**src/rtl/core/mmq_pkg.sv**
```systemverilog
package mmq_pkg;

  localparam int SAMPLE_W   = 32;
  localparam int CODE_W     = 9;
  localparam int QMAX_W     = 8;
  localparam int MAG_W      = 32;
  localparam int PROD_W     = MAG_W + QMAX_W;
  localparam int NUM_W      = PROD_W + 2;
  localparam int DEN_W      = MAG_W + 1;
  localparam int QUO_W      = 33;
  localparam int Q_STEPS    = NUM_W - DEN_W;
  localparam int D_STEPS    = QUO_W;
  localparam int CNT_W      = $clog2(D_STEPS + 1);
  localparam int SUM_W      = QUO_W + 2;
  localparam int CMD_W      = 2;
  localparam int MODE_W     = 2;
  localparam int CFG_IDX_W  = 1;
  localparam int CFG_DATA_W = 2;

  localparam logic [CMD_W-1:0] CMD_CALIB   = 2'd0;
  localparam logic [CMD_W-1:0] CMD_QUANT   = 2'd1;
  localparam logic [CMD_W-1:0] CMD_DEQUANT = 2'd2;

  localparam logic [MODE_W-1:0] MODE_INT8 = 2'd0;
  localparam logic [MODE_W-1:0] MODE_INT4 = 2'd1;

  localparam logic [QMAX_W-1:0] QMAX_SYM8  = 8'd127;
  localparam logic [QMAX_W-1:0] QMAX_ASYM8 = 8'd255;
  localparam logic [QMAX_W-1:0] QMAX_SYM4  = 8'd7;
  localparam logic [QMAX_W-1:0] QMAX_ASYM4 = 8'd15;

  localparam logic [CFG_IDX_W-1:0] CFG_QUANT_MODE = 1'b0;
  localparam logic [CFG_IDX_W-1:0] CFG_SYMMETRIC  = 1'b1;

  localparam logic signed [SAMPLE_W-1:0] REAL_MAX = 32'sh7FFF_FFFF;
  localparam logic signed [SAMPLE_W-1:0] REAL_MIN = 32'sh8000_0000;

  typedef enum logic [1:0] {
    K_IGNORE,
    K_CALIB,
    K_PASS,
    K_WORK
  } item_kind_t;

  typedef struct packed {
    logic calib;
    logic accept;
    logic bypass;
    logic mul;
    logic num;
    logic pre;
    logic step;
    logic fin;
    logic push;
  } mmq_cmd_t;

  typedef struct packed {
    item_kind_t kind;
    logic       div_last;
  } mmq_stat_t;

endpackage

```
**src/rtl/core/mmq_ctrl.sv**
```systemverilog
module mmq_ctrl (
  input  logic               clk,
  input  logic               rst_n,
  input  logic               in_valid,
  output logic               in_stall,
  output logic               out_valid,
  input  logic               out_stall,
  input  mmq_pkg::mmq_stat_t stat,
  output mmq_pkg::mmq_cmd_t  cmd
);
  import mmq_pkg::*;

  typedef enum logic [2:0] {
    S_IDLE,
    S_MUL,
    S_NUM,
    S_PRE,
    S_DIV,
    S_FIN,
    S_PUSH
  } state_t;

  state_t state_r, state_nxt;
  logic   out_valid_r, out_valid_nxt;

  always_comb begin
    state_nxt     = state_r;
    out_valid_nxt = out_valid_r;
    cmd           = '0;
    if (out_valid_r && !out_stall) begin
      out_valid_nxt = 1'b0;
    end
    case (state_r)
      S_IDLE: begin
        if (in_valid) begin
          case (stat.kind)
            K_CALIB: cmd.calib = 1'b1;
            K_PASS: begin
              cmd.bypass = 1'b1;
              state_nxt  = S_PUSH;
            end
            K_WORK: begin
              cmd.accept = 1'b1;
              state_nxt  = S_MUL;
            end
            default: ;
          endcase
        end
      end
      S_MUL: begin
        cmd.mul   = 1'b1;
        state_nxt = S_NUM;
      end
      S_NUM: begin
        cmd.num   = 1'b1;
        state_nxt = S_PRE;
      end
      S_PRE: begin
        cmd.pre   = 1'b1;
        state_nxt = S_DIV;
      end
      S_DIV: begin
        cmd.step = 1'b1;
        if (stat.div_last) begin
          state_nxt = S_FIN;
        end
      end
      S_FIN: begin
        cmd.fin   = 1'b1;
        state_nxt = S_PUSH;
      end
      S_PUSH: begin
        // The output register takes the new result once the old one has gone.
        if (!out_valid_r || !out_stall) begin
          cmd.push      = 1'b1;
          out_valid_nxt = 1'b1;
          state_nxt     = S_IDLE;
        end
      end
      default: state_nxt = S_IDLE;
    endcase
  end

  always_ff @(posedge clk) begin
    if (!rst_n) begin
      state_r     <= S_IDLE;
      out_valid_r <= 1'b0;
    end else begin
      state_r     <= state_nxt;
      out_valid_r <= out_valid_nxt;
    end
  end

  assign in_stall  = (state_r != S_IDLE);
  assign out_valid = out_valid_r;

  a_push_free: assert property (@(posedge clk) disable iff (!rst_n)
    cmd.push |-> (!out_valid_r || !out_stall))
    else $error("result pushed over an untaken result");

  a_rise_from_push: assert property (@(posedge clk) disable iff (!rst_n)
    $rose(out_valid_r) |-> $past(state_r == S_PUSH))
    else $error("output valid raised outside the push state");

  a_idle_holds: assert property (@(posedge clk) disable iff (!rst_n)
    (state_r == S_IDLE && !in_valid) |=> (state_r == S_IDLE))
    else $error("controller left idle without a request");

endmodule

```
**src/rtl/core/mmq_dpath.sv**
```systemverilog
module mmq_dpath (
  input  logic                                   clk,
  input  logic                                   rst_n,
  input  mmq_pkg::mmq_cmd_t                      cmd,
  output mmq_pkg::mmq_stat_t                     stat,
  input  logic [mmq_pkg::MODE_W-1:0]             quant_mode,
  input  logic                                   symmetric_mode,
  input  logic [mmq_pkg::CMD_W-1:0]              in_command,
  input  logic                                   in_restart,
  input  logic signed [mmq_pkg::SAMPLE_W-1:0]    in_sample_value,
  input  logic signed [mmq_pkg::CODE_W-1:0]      in_code_in,
  output logic signed [mmq_pkg::CODE_W-1:0]      out_code_out,
  output logic signed [mmq_pkg::SAMPLE_W-1:0]    out_real_out,
  output logic                                   out_clamped
);
  import mmq_pkg::*;

  // Running range of the tensor.
  logic signed [SAMPLE_W-1:0] range_low_r, range_high_r;
  logic                       range_valid_r;

  // Request operands captured on accept.
  logic                       deq_r, sym_r, neg_r, zero_r, clamp_in_r;
  logic [QMAX_W-1:0]          qmax_r;
  logic [MAG_W-1:0]           op_a_r;
  logic [QMAX_W-1:0]          op_b_r;
  logic [MAG_W-1:0]           addend_r;
  logic [DEN_W-1:0]           den_r;
  logic signed [SAMPLE_W-1:0] base_r;

  logic [PROD_W-1:0]          prod_r;
  logic [NUM_W-1:0]           num_r;
  logic                       ovf_r;
  logic [DEN_W-1:0]           rem_r;
  logic [QUO_W-1:0]           quo_r;
  logic [CNT_W-1:0]           cnt_r;

  logic signed [CODE_W-1:0]   res_code_r;
  logic signed [SAMPLE_W-1:0] res_real_r;
  logic                       res_clamp_r;

  logic signed [CODE_W-1:0]   out_code_r;
  logic signed [SAMPLE_W-1:0] out_real_r;
  logic                       out_clamp_r;

  // Accept-side decode.
  item_kind_t                 kind_c;
  logic [QMAX_W-1:0]          qmax_c;
  logic [MAG_W-1:0]           lo_abs, hi_abs, abs_max, span, den_half;
  logic signed [SAMPLE_W:0]   diff_c, diff_neg;
  logic [MAG_W-1:0]           qmag;
  logic signed [CODE_W:0]     cin_w, lo_lim, hi_lim, codec, codec_neg;
  logic                       cin_clamp;
  logic [QMAX_W-1:0]          dmag;

  // Divider step.
  logic [DEN_W:0]             div_t, div_d;
  logic                       div_ge;

  // Result formatting.
  logic [Q_STEPS-1:0]         qv;
  logic                       q_over;
  logic signed [CODE_W-1:0]   q_code;
  logic                       q_clamp;
  logic signed [SUM_W-1:0]    d_signed, d_sum;
  logic                       d_ovf;
  logic signed [SAMPLE_W-1:0] d_real;

  always_comb begin
    case (in_command)
      CMD_CALIB: kind_c = K_CALIB;
      CMD_QUANT, CMD_DEQUANT: begin
        if (quant_mode inside {MODE_INT8, MODE_INT4}) begin
          kind_c = K_WORK;
        end else begin
          kind_c = K_PASS;
        end
      end
      default: kind_c = K_IGNORE;
    endcase
  end

  assign stat = {kind_c, (cnt_r == CNT_W'(1))};

  always_comb begin
    case (quant_mode)
      MODE_INT8: qmax_c = symmetric_mode ? QMAX_SYM8 : QMAX_ASYM8;
      default:   qmax_c = symmetric_mode ? QMAX_SYM4 : QMAX_ASYM4;
    endcase
  end

  assign lo_abs   = range_low_r[SAMPLE_W-1]  ? (~range_low_r + 32'd1)  : range_low_r;
  assign hi_abs   = range_high_r[SAMPLE_W-1] ? (~range_high_r + 32'd1) : range_high_r;
  assign abs_max  = (lo_abs > hi_abs) ? lo_abs : hi_abs;
  assign span     = MAG_W'(range_high_r - range_low_r);
  assign den_half = symmetric_mode ? abs_max : span;

  assign diff_c   = symmetric_mode ? {in_sample_value[SAMPLE_W-1], in_sample_value}
                  : ({in_sample_value[SAMPLE_W-1], in_sample_value}
                     - {range_low_r[SAMPLE_W-1], range_low_r});
  assign diff_neg = -diff_c;
  assign qmag     = diff_c[SAMPLE_W] ? diff_neg[MAG_W-1:0] : diff_c[MAG_W-1:0];

  assign cin_w  = {in_code_in[CODE_W-1], in_code_in};
  assign hi_lim = {2'b00, qmax_c};
  assign lo_lim = symmetric_mode ? -hi_lim : '0;

  always_comb begin
    codec     = cin_w;
    cin_clamp = 1'b0;
    if (cin_w < lo_lim) begin
      codec     = lo_lim;
      cin_clamp = 1'b1;
    end
    if (cin_w > hi_lim) begin
      codec     = hi_lim;
      cin_clamp = 1'b1;
    end
  end

  assign codec_neg = -codec;
  assign dmag      = codec[CODE_W] ? codec_neg[QMAX_W-1:0] : codec[QMAX_W-1:0];

  always_ff @(posedge clk) begin
    if (!rst_n) begin
      range_low_r   <= '0;
      range_high_r  <= '0;
      range_valid_r <= 1'b0;
    end else if (cmd.calib) begin
      if (in_restart || !range_valid_r) begin
        range_low_r   <= in_sample_value;
        range_high_r  <= in_sample_value;
        range_valid_r <= 1'b1;
      end else begin
        if (in_sample_value < range_low_r) begin
          range_low_r <= in_sample_value;
        end
        if (in_sample_value > range_high_r) begin
          range_high_r <= in_sample_value;
        end
      end
    end
  end

  // Quantize computes round(mag*qmax / den_half) and dequantize
  // round(|code|*den_half / qmax), both as (2*a*b + d) / (2*d).
  always_ff @(posedge clk) begin
    if (cmd.accept) begin
      deq_r  <= (in_command == CMD_DEQUANT);
      sym_r  <= symmetric_mode;
      qmax_r <= qmax_c;
      base_r <= symmetric_mode ? '0 : range_low_r;
      if (in_command == CMD_DEQUANT) begin
        neg_r      <= codec[CODE_W];
        op_a_r     <= den_half;
        op_b_r     <= dmag;
        addend_r   <= MAG_W'(qmax_c);
        den_r      <= {{(DEN_W-QMAX_W-1){1'b0}}, qmax_c, 1'b0};
        zero_r     <= 1'b0;
        clamp_in_r <= cin_clamp;
      end else begin
        neg_r      <= diff_c[SAMPLE_W];
        op_a_r     <= qmag;
        op_b_r     <= qmax_c;
        addend_r   <= den_half;
        den_r      <= {den_half, 1'b0};
        zero_r     <= (den_half == '0);
        clamp_in_r <= 1'b0;
      end
    end
    if (cmd.mul) begin
      prod_r <= PROD_W'(op_a_r) * PROD_W'(op_b_r);
    end
    if (cmd.num) begin
      num_r <= {1'b0, prod_r, 1'b0} + NUM_W'(addend_r);
    end
  end

  assign div_t  = {rem_r, quo_r[QUO_W-1]};
  assign div_d  = {1'b0, den_r};
  assign div_ge = (div_t >= div_d);

  always_ff @(posedge clk) begin
    if (cmd.pre) begin
      // A quantize quotient needs only Q_STEPS bits; anything larger saturates.
      ovf_r <= (num_r >= {den_r, {Q_STEPS{1'b0}}});
      if (deq_r) begin
        rem_r <= DEN_W'(num_r[NUM_W-1:D_STEPS]);
        quo_r <= num_r[D_STEPS-1:0];
      end else begin
        rem_r <= num_r[NUM_W-1:Q_STEPS];
        quo_r <= {num_r[Q_STEPS-1:0], {(QUO_W-Q_STEPS){1'b0}}};
      end
    end else if (cmd.step) begin
      rem_r <= div_ge ? DEN_W'(div_t - div_d) : div_t[DEN_W-1:0];
      quo_r <= {quo_r[QUO_W-2:0], div_ge};
    end
  end

  always_ff @(posedge clk) begin
    if (!rst_n) begin
      cnt_r <= '0;
    end else if (cmd.pre) begin
      cnt_r <= deq_r ? CNT_W'(D_STEPS) : CNT_W'(Q_STEPS);
    end else if (cmd.step) begin
      cnt_r <= cnt_r - CNT_W'(1);
    end
  end

  assign qv     = ovf_r ? '1 : quo_r[Q_STEPS-1:0];
  assign q_over = (qv > {1'b0, qmax_r});

  always_comb begin
    q_code  = '0;
    q_clamp = 1'b0;
    if (zero_r) begin
      q_code = '0;
    end else if (!neg_r) begin
      q_code  = q_over ? {1'b0, qmax_r} : {1'b0, qv[QMAX_W-1:0]};
      q_clamp = q_over;
    end else if (sym_r) begin
      q_code  = q_over ? -{1'b0, qmax_r} : -{1'b0, qv[QMAX_W-1:0]};
      q_clamp = q_over;
    end else begin
      // Asymmetric codes stop at zero below the range.
      q_clamp = (qv != '0);
    end
  end

  assign d_signed = neg_r ? -{2'b00, quo_r} : {2'b00, quo_r};
  assign d_sum    = {{(SUM_W-SAMPLE_W){base_r[SAMPLE_W-1]}}, base_r} + d_signed;
  assign d_ovf    = (d_sum[SUM_W-1:SAMPLE_W-1] != {(SUM_W-SAMPLE_W+1){d_sum[SUM_W-1]}});
  assign d_real   = d_ovf ? (d_sum[SUM_W-1] ? REAL_MIN : REAL_MAX) : d_sum[SAMPLE_W-1:0];

  always_ff @(posedge clk) begin
    if (cmd.bypass) begin
      res_code_r  <= '0;
      res_real_r  <= in_sample_value;
      res_clamp_r <= 1'b0;
    end else if (cmd.fin) begin
      if (deq_r) begin
        res_code_r  <= '0;
        res_real_r  <= d_real;
        res_clamp_r <= clamp_in_r | d_ovf;
      end else begin
        res_code_r  <= q_code;
        res_real_r  <= '0;
        res_clamp_r <= q_clamp;
      end
    end
    if (cmd.push) begin
      out_code_r  <= res_code_r;
      out_real_r  <= res_real_r;
      out_clamp_r <= res_clamp_r;
    end
  end

  assign out_code_out = out_code_r;
  assign out_real_out = out_real_r;
  assign out_clamped  = out_clamp_r;

  a_range_order: assert property (@(posedge clk) disable iff (!rst_n)
    range_valid_r |-> (range_low_r <= range_high_r))
    else $error("running minimum above running maximum");

  a_step_count: assert property (@(posedge clk) disable iff (!rst_n)
    cmd.step |-> (cnt_r != '0))
    else $error("divider stepped past its last quotient bit");

  a_asym_code: assert property (@(posedge clk) disable iff (!rst_n)
    (cmd.fin && !deq_r && !sym_r) |=> !res_code_r[CODE_W-1])
    else $error("negative asymmetric code");

endmodule

```
**src/rtl/core/minmax_affine_quantizer_top.sv**
```systemverilog
// Min-max affine quantizer: calibrate requests widen a running min/max range
// (restart begins a new tensor) and give no result. Quantize and dequantize
// requests each give one result; in none mode they bypass the arithmetic,
// otherwise a restoring divider produces one quotient bit per cycle (9 bits
// for a quantize, 33 for a dequantize), behind one shared 32x8 multiplier.
// The next request is stalled until the result is in the output register,
// where a finished result waits while the next request is accepted.
// Configuration writes are taken at any time with cfg_ready high and must
// only be issued while no request is in progress.
module minmax_affine_quantizer_top (
  input  logic                                  clk,
  input  logic                                  rst_n,
  input  logic                                  in_valid,
  output logic                                  in_stall,
  input  logic [mmq_pkg::CMD_W-1:0]             in_command,
  input  logic                                  in_restart,
  input  logic signed [mmq_pkg::SAMPLE_W-1:0]   in_sample_value,
  input  logic signed [mmq_pkg::CODE_W-1:0]     in_code_in,
  output logic                                  out_valid,
  input  logic                                  out_stall,
  output logic signed [mmq_pkg::CODE_W-1:0]     out_code_out,
  output logic signed [mmq_pkg::SAMPLE_W-1:0]   out_real_out,
  output logic                                  out_clamped,
  input  logic                                  cfg_valid,
  output logic                                  cfg_ready,
  input  logic [mmq_pkg::CFG_IDX_W-1:0]         cfg_index,
  input  logic [mmq_pkg::CFG_DATA_W-1:0]        cfg_data
);
  import mmq_pkg::*;

  logic [MODE_W-1:0] quant_mode_r;
  logic              symmetric_mode_r;
  mmq_cmd_t          cmd;
  mmq_stat_t         stat;

  assign cfg_ready = 1'b1;

  always_ff @(posedge clk) begin
    if (!rst_n) begin
      quant_mode_r     <= MODE_INT8;
      symmetric_mode_r <= 1'b1;
    end else if (cfg_valid && cfg_ready) begin
      case (cfg_index)
        CFG_QUANT_MODE: quant_mode_r     <= cfg_data[MODE_W-1:0];
        CFG_SYMMETRIC:  symmetric_mode_r <= cfg_data[0];
        default: ;
      endcase
    end
  end

  mmq_ctrl u_ctrl (
    .clk       (clk),
    .rst_n     (rst_n),
    .in_valid  (in_valid),
    .in_stall  (in_stall),
    .out_valid (out_valid),
    .out_stall (out_stall),
    .stat      (stat),
    .cmd       (cmd)
  );

  mmq_dpath u_dpath (
    .clk             (clk),
    .rst_n           (rst_n),
    .cmd             (cmd),
    .stat            (stat),
    .quant_mode      (quant_mode_r),
    .symmetric_mode  (symmetric_mode_r),
    .in_command      (in_command),
    .in_restart      (in_restart),
    .in_sample_value (in_sample_value),
    .in_code_in      (in_code_in),
    .out_code_out    (out_code_out),
    .out_real_out    (out_real_out),
    .out_clamped     (out_clamped)
  );

endmodule
```
**config.mk**
```make
export PLATFORM = sky130hd
export DESIGN_NAME = minmax_affine_quantizer_top
export DESIGN_NICKNAME = d
export VERILOG_FILES = /design/src/rtl/core/mmq_pkg.sv /design/src/rtl/core/mmq_ctrl.sv /design/src/rtl/core/mmq_dpath.sv /design/src/rtl/core/minmax_affine_quantizer_top.sv
export SDC_FILE = /design/constraint.sdc
export NUM_CORES = 2
export LEC_CHECK = 0
export ABC_AREA = 1
export BUFFER_PORTS_ARGS = -buffer_cell sky130_fd_sc_hd__buf_2
export CAP_MARGIN = 15
export CORE_UTILIZATION = 45
export CTS_BUF_LIST = sky130_fd_sc_hd__clkbuf_2
export CTS_CLUSTER_SIZE = 14
export DETAILED_ROUTE_END_ITERATION = 10
export GPL_TIMING_DRIVEN = 0
export PLACE_DENSITY = 0.67
export SLEW_MARGIN = 20
export SYNTH_ARGS = -nofsm -noshare
export SYNTH_HDL_FRONTEND = slang
export SYNTH_SLANG_ARGS = --single-unit
```
**constraint.sdc**
```tcl
create_clock -name clk -period 10.7 [get_ports clk]
set_input_delay 2.14 -clock clk [delete_from_list [all_inputs] [get_ports clk]]
set_output_delay 2.14 -clock clk [all_outputs]
set_load 0.005 [all_outputs]
```
## After elaboration in Yosys (flattened, before gate mapping)

Index checks and enable logic that the tools add are counted.
Widths: inputs -> output; s select.

- Flip-flop bits (word level): 437
- Output and inout port bits: 45
- Input bits: 52

- Equal/unequal tests: 18
- Multiply operators: 1
- Multiplexer cells: 73
- Order comparisons: 8
- Reduce and logical (&&, ||, !) cells: 24
- Add/subtract/negate cells: 14
- Bitwise operators: 4

Operators by type and width:

| cell | count |
|---|---|
| $mux 32 | 15 |
| $mux 33 | 8 |
| $add 32x1->32 const B | 2 |
| $gt 32x32->1 | 2 |
| $not 32->32 | 2 |
| $mux 9 | 7 |
| $mux 8 | 6 |
| $add 41x32->42 | 1 |
| $ge 42x42->1 | 1 |
| $mul 32x8->40 | 1 |
| $add 35x35->35 | 1 |
| $mux 35 | 1 |
| $neg 33->35 | 1 |
| $ge 34x33->1 | 1 |
| $sub 32x32->33 | 1 |
| $sub 33x33->33 | 1 |
| $logic_not 32->1 | 1 |
| $lt 32x32->1 | 1 |
| $neg 32->32 | 1 |
| $sub 32x32->32 | 1 |
| $mux 10 | 3 |
| $mux 1 | 21 |
| $pmux 3 s7 | 1 |
| $mux 6 | 3 |
| 34 further kinds | 59 |

## Logic depth before layout (Yosys ltp)

- Word-level depth: 10
- Depth in mapped cells: 32

## Modules after synthesis

From an unflattened synthesis, not the netlist that was laid out.

- Cells, all modules: 5,731
- Area, all modules: 41,891.4 um^2

Modules (own cells, without submodules):

| module | cells an instance | times used | area an instance (um^2) | sequential area each (um^2) |
|---|---|---|---|---|
| mmq_dpath | 5,656 | 1 | 41,434.7 | 11,681.2 |
| mmq_ctrl | 53 | 1 | 314.1 | 80.1 |
| minmax_affine_quantizer_top | 22 | 1 | 142.6 | 60.1 |

## Least setup slack after synthesis

No wires, ideal clock.

- Path kind: input to register
- Start: input in_command[0] (netlist bit)
- End: register u_dpath.addend_r[0], enable pin
- Arrival: 10,284 ps
- Data required time: 9,979 ps
- Setup time: 721 ps
- Stages: 6
- Setup slack: -305 ps
- Cells stage by stage: inv_1 -> ha_1 -> inv_1 -> nor2_1 -> o21bai_1 -> nor3_1

RTL lines:

| item | line | text |
|---|---|---|
| start: declaration | minmax_affine_quantizer_top.sv:15 | `input logic [mmq_pkg::CMD_W-1:0] in_command,` |
| end signal: assignment | mmq_dpath.sv:157 | `addend_r <= MAG_W'(qmax_c);` |
| end signal: assignment | mmq_dpath.sv:165 | `addend_r <= den_half;` |
| end: declaration | mmq_dpath.sv:27 | `logic [MAG_W-1:0] addend_r;` |

## Worst setup path after layout

- Start: register u_dpath.op_b_r[5]
- End: register u_dpath.prod_r[35], data pin

- Cells in the longest elaborated chain, start to end: 1

Ends and longest elaborated chain:

| item | line | text |
|---|---|---|
| start: declaration | mmq_dpath.sv:26 | `logic [QMAX_W-1:0] op_b_r;` |
| start signal: assignment | mmq_dpath.sv:156 | `op_b_r <= dmag;` |
| start signal: assignment | mmq_dpath.sv:164 | `op_b_r <= qmax_c;` |
| $mul 32x8->40 | mmq_dpath.sv:172 | `prod_r <= PROD_W'(op_a_r) * PROD_W'(op_b_r);` |
| end signal: assignment | mmq_dpath.sv:172 |  |
| end: declaration | mmq_dpath.sv:31 | `logic [PROD_W-1:0] prod_r;` |

Every way passes these cells.
A chain may end at the register's enable or synchronous reset.

==> results.json <==
{
  "clkSlewWorstSetupHoldPaths_ns": 0.11,
  "hold_viol_final": 0,
  "postCtsSetupBuffers": 0,
  "outcome": "completed",
  "finalSetupTns_ns": 0,
  "grt_pass1_wl_um": 225000,
  "leakagePower_nw": 22.6,
  "cts_made_buffers": 108,
  "crit_start": "u_dpath.op_b_r[5]$_DFFE_PP_",
  "htree_levels": 3,
  "yosysSeqAreaShare": 0.281,
  "numClockSinks": 423,
  "fp.dieW_um": 308,
  "syn_area_per_cell_um2": 7.23,
  "ys_top_cells_by_area": "edfxtp_1 (24%), nand2_1 (13%), ha_1 (10%)",
  "fp.dieH_um": 308,
  "grt_util_all_layers": 0.317,
  "initial_utilization": 0.456,
  "max_slew.worst_pin.slew_ns": 1.14,
  "synth.net_count": 6396,
  "fmax_ghz": 0.170,
  "synth_top_area_frac": 0.239,
  "drv_cap": 0,
  "drtIter0Drc": 4400,
  "cts_buffer_depth": 3,
  "yosys.cell_types.count": 69,
  "wl_per_cell_um": 20.4,
  "area_growth_pct": 8.17,
  "fin_crit_sh": 0.551,
  "finalMaxSlewViolations": 0,
  "fp-row-count": 111,
  "worstPathArrival_ns": 6.85,
  "dominantRegCellSynth": "edfxtp_1",
  "grt_pass1_vias": 38000,
  "drive_above_1_share": 0.0677,
  "final_cell_mix": "nand2_1 (1467), inv_1 (992), nor2_1 (514)",
  "ant_nets": 0,
  "rsz0062_at_grt": "no",
  "fin_worst_skew_ns": 0.167,
  "cts_root_buf": "clkbuf_2",
  "pin_count": 97,
  "yosysWarnings": 0,
  "synth_top_area_cell": "edfxtp_1",
  "crit_type": "reg -> reg",
  "worstSkewPairLatency_ns": 1.33,
  "gp_congestion": 1.03,
  "post_drt_via_cell_ratio": 5.45,
  "vdd_drop_max_mv": 0.149,
  "setup.worst_path.end_class": "flip-flop",
  "cts_tree": "yes",
  "critPathRequiredTime_ns": 11.66,
  "crit_end": "u_dpath.prod_r[35]$_DFFE_PP_",
  "mappedNetlistArea_um2": 42000,
  "dp_hpwl_um": 125000,
  "die_area_um2": 94600,
  "p_per_area_nw_per_um2": 273,
  "final_net_count": 6617,
  "syn-instance-count": 5813,
  "synth_edf_count": 335,
  "core_um2": 92100,
  "reg2reg_to": "u_dpath.prod_r[35]$_DFFE_PP_",
  "antenna_found_initial": 5,
  "crit_path_max_fanout": 10,
  "fin_util": 0.494,
  "portBuffers": 94,
  "relSlewSlack": 0.240,
  "async_flop_share": 0,
  "num_vias": 40200,
  "final_common_cell": "nand2_1",
  "remaining_drc_errors": 0,
  "cp-start-kind": "flip-flop",
  "ys_ff_latch": 423,
  "post-route-min-period_ns": 5.89,
  "grt_start_max_net_pins": 43,
  "worstReg2RegStart": "u_dpath.op_b_r[5]$_DFFE_PP_",
  "hold_path_class": "reg -> reg",
  "cts_resized": 0,
  "globalRouteOverflowTotal": 0,
  "r2r_setup_slack_ns": 4.81,
  "first_pass_iters": 6,
  "drt-total-wl_um": 151000,
  "reg2reg_depth": 22,
  "setup_viol": 0,
  "hold_buffers": 0
}
where the power goes:
group / switching [mW] / internal [mW] / leakage (nW)
clock: 0.738 / 0.516 / 0.824
sequential: 0.263 / 2.49 / 3.77
combinational: 5.55 / 2.83 / 18.0
sequential cells by signal, indices dropped and copies added, names as in the netlist, 2 cells and up:
signal                count
u_dpath.res_real_r       32
u_dpath.cnt_r             6
u_dpath.rem_r            33
u_dpath.prod_r           40
u_dpath.addend_r         32
u_ctrl.state_r            3
u_dpath.quo_r            33
u_dpath.range_high_r     32
u_dpath.out_real_out     32
u_dpath.res_code_r        9
u_dpath.qmax_r            3
u_dpath.range_low_r      32
quant_mode_r              2
u_dpath.op_b_r            8
u_dpath.op_a_r           32
u_dpath.num_r            42
u_dpath.out_code_out      9
u_dpath.base_r           32
synth_stat cells (14+ instances only):
cell,count
nand4_1,54
edfxtp_1,335
o21ai_1,17
clkbuf_2,24
nor4_1,18
o21ai_0,285
clkbuf_1,101
o221ai_1,18
nand2_1,1468
xor2_1,169
buf_2,30
xnor2_1,66
nor3_1,56
or2_2,19
nor2_1,517
ha_1,346
o211ai_1,28
o22ai_1,34
buf_1,14
a21o_1,18
a21oi_1,420
nand3_1,324
inv_1,993
dfxtp_1,88
fa_1,185
o21a_1,23
o21bai_1,14
nand3b_1,14
a31oi_1,25
cell type report:
| cell class | instances | area, um^2 |
|---|---|---|
| Inverter | 1001 | 3760 |
| Clock inverter | 46 | 329 |
| Multi-Input combinational cell | 4214 | 25700 |
| Fill cell | 9388 | 46600 |
| Antenna cell | 4 | 10.0 |
| Sequential cell | 423 | 11800 |
| Clock buffer | 160 | 801 |
| Tap cell | 1243 | 1560 |
| Buffer | 175 | 769 |
| Timing Repair Buffer | 111 | 696 |
through the flow:
stage	total power, mW	area [um^2]	std cells	hold WS (ns)	setup WS, ns
2_1_floorplan	8.57	42000	5813	0.400	3.13
3_3_place_gp	10.9	44100	7150	0.401	1.10
3_5_place_dp	10.9	44300	7166	0.405	4.77
4_1_cts	12.2	45400	7372	0.419	4.91
5_1_grt	13.5	45400	7374	0.419	4.51
6_report	12.4	45500	7377	0.419	4.81
worst max-delay path, stage by stage (launching register included):
cell	delay (ns)
edfxtp_1	0.57
clkbuf_1	0.50
nand2_1	0.10
inv_1	0.09
fa_1	0.46
fa_1	0.52
fa_1	0.54
inv_1	0.05
fa_1	0.60
inv_1	0.06
ha_1	0.36
nand2_1	0.09
nor2_1	0.14
nand4_1	0.15
nor2_1	0.12
nor2_1	0.08
o21ai_0	0.42
inv_1	0.09
o21a_1	0.23
o21bai_1	0.23
nand2_1	0.09
nand3_1	0.09
xor2_1	0.07
cells by family (layout without fill, tap and decap cells):
logic type / after synthesis / after routing / synth area share
XOR/XNOR: 236 / 236 / 0.0494
buffers and inverters: 1176 / 1493 / 0.108
adder cells (fa/ha/maj): 531 / 531 / 0.191
AO/OA/AOI/OAI: 946 / 946 / 0.126
other: 1 / 5 / 0.0000892
AND/OR/NAND/NOR: 2500 / 2500 / 0.244
flip-flops: 423 / 423 / 0.281
how the worst min path moves through the flow:
stage | startpoint | endpoint | slack, ns | cells after the start
after CTS | u_dpath.res_real_r[31]$_DFFE_PP_ | u_dpath.out_real_out[31]$_DFFE_PP_ | 0.42 | 0
final | u_dpath.res_real_r[29]$_DFFE_PP_ | u_dpath.out_real_out[29]$_DFFE_PP_ | 0.42 | 0
after global placement | u_dpath.res_real_r[29]$_DFFE_PP_ | u_dpath.out_real_out[29]$_DFFE_PP_ | 0.40 | 0
after floorplan | u_dpath.res_real_r[0]$_DFFE_PP_ | u_dpath.out_real_out[0]$_DFFE_PP_ | 0.40 | 0
after global routing | u_dpath.res_real_r[29]$_DFFE_PP_ | u_dpath.out_real_out[29]$_DFFE_PP_ | 0.42 | 0
after detailed placement | u_dpath.res_real_r[29]$_DFFE_PP_ | u_dpath.out_real_out[29]$_DFFE_PP_ | 0.40 | 0
layer usage:
layer,routed length (um),GRT usage
met1,65300,0.436
met2,63100,0.470
met3,15800,0.0798
met4,6480,0.134
met5,13,0
No activity file was read; power rests on OpenSTA's default activity.
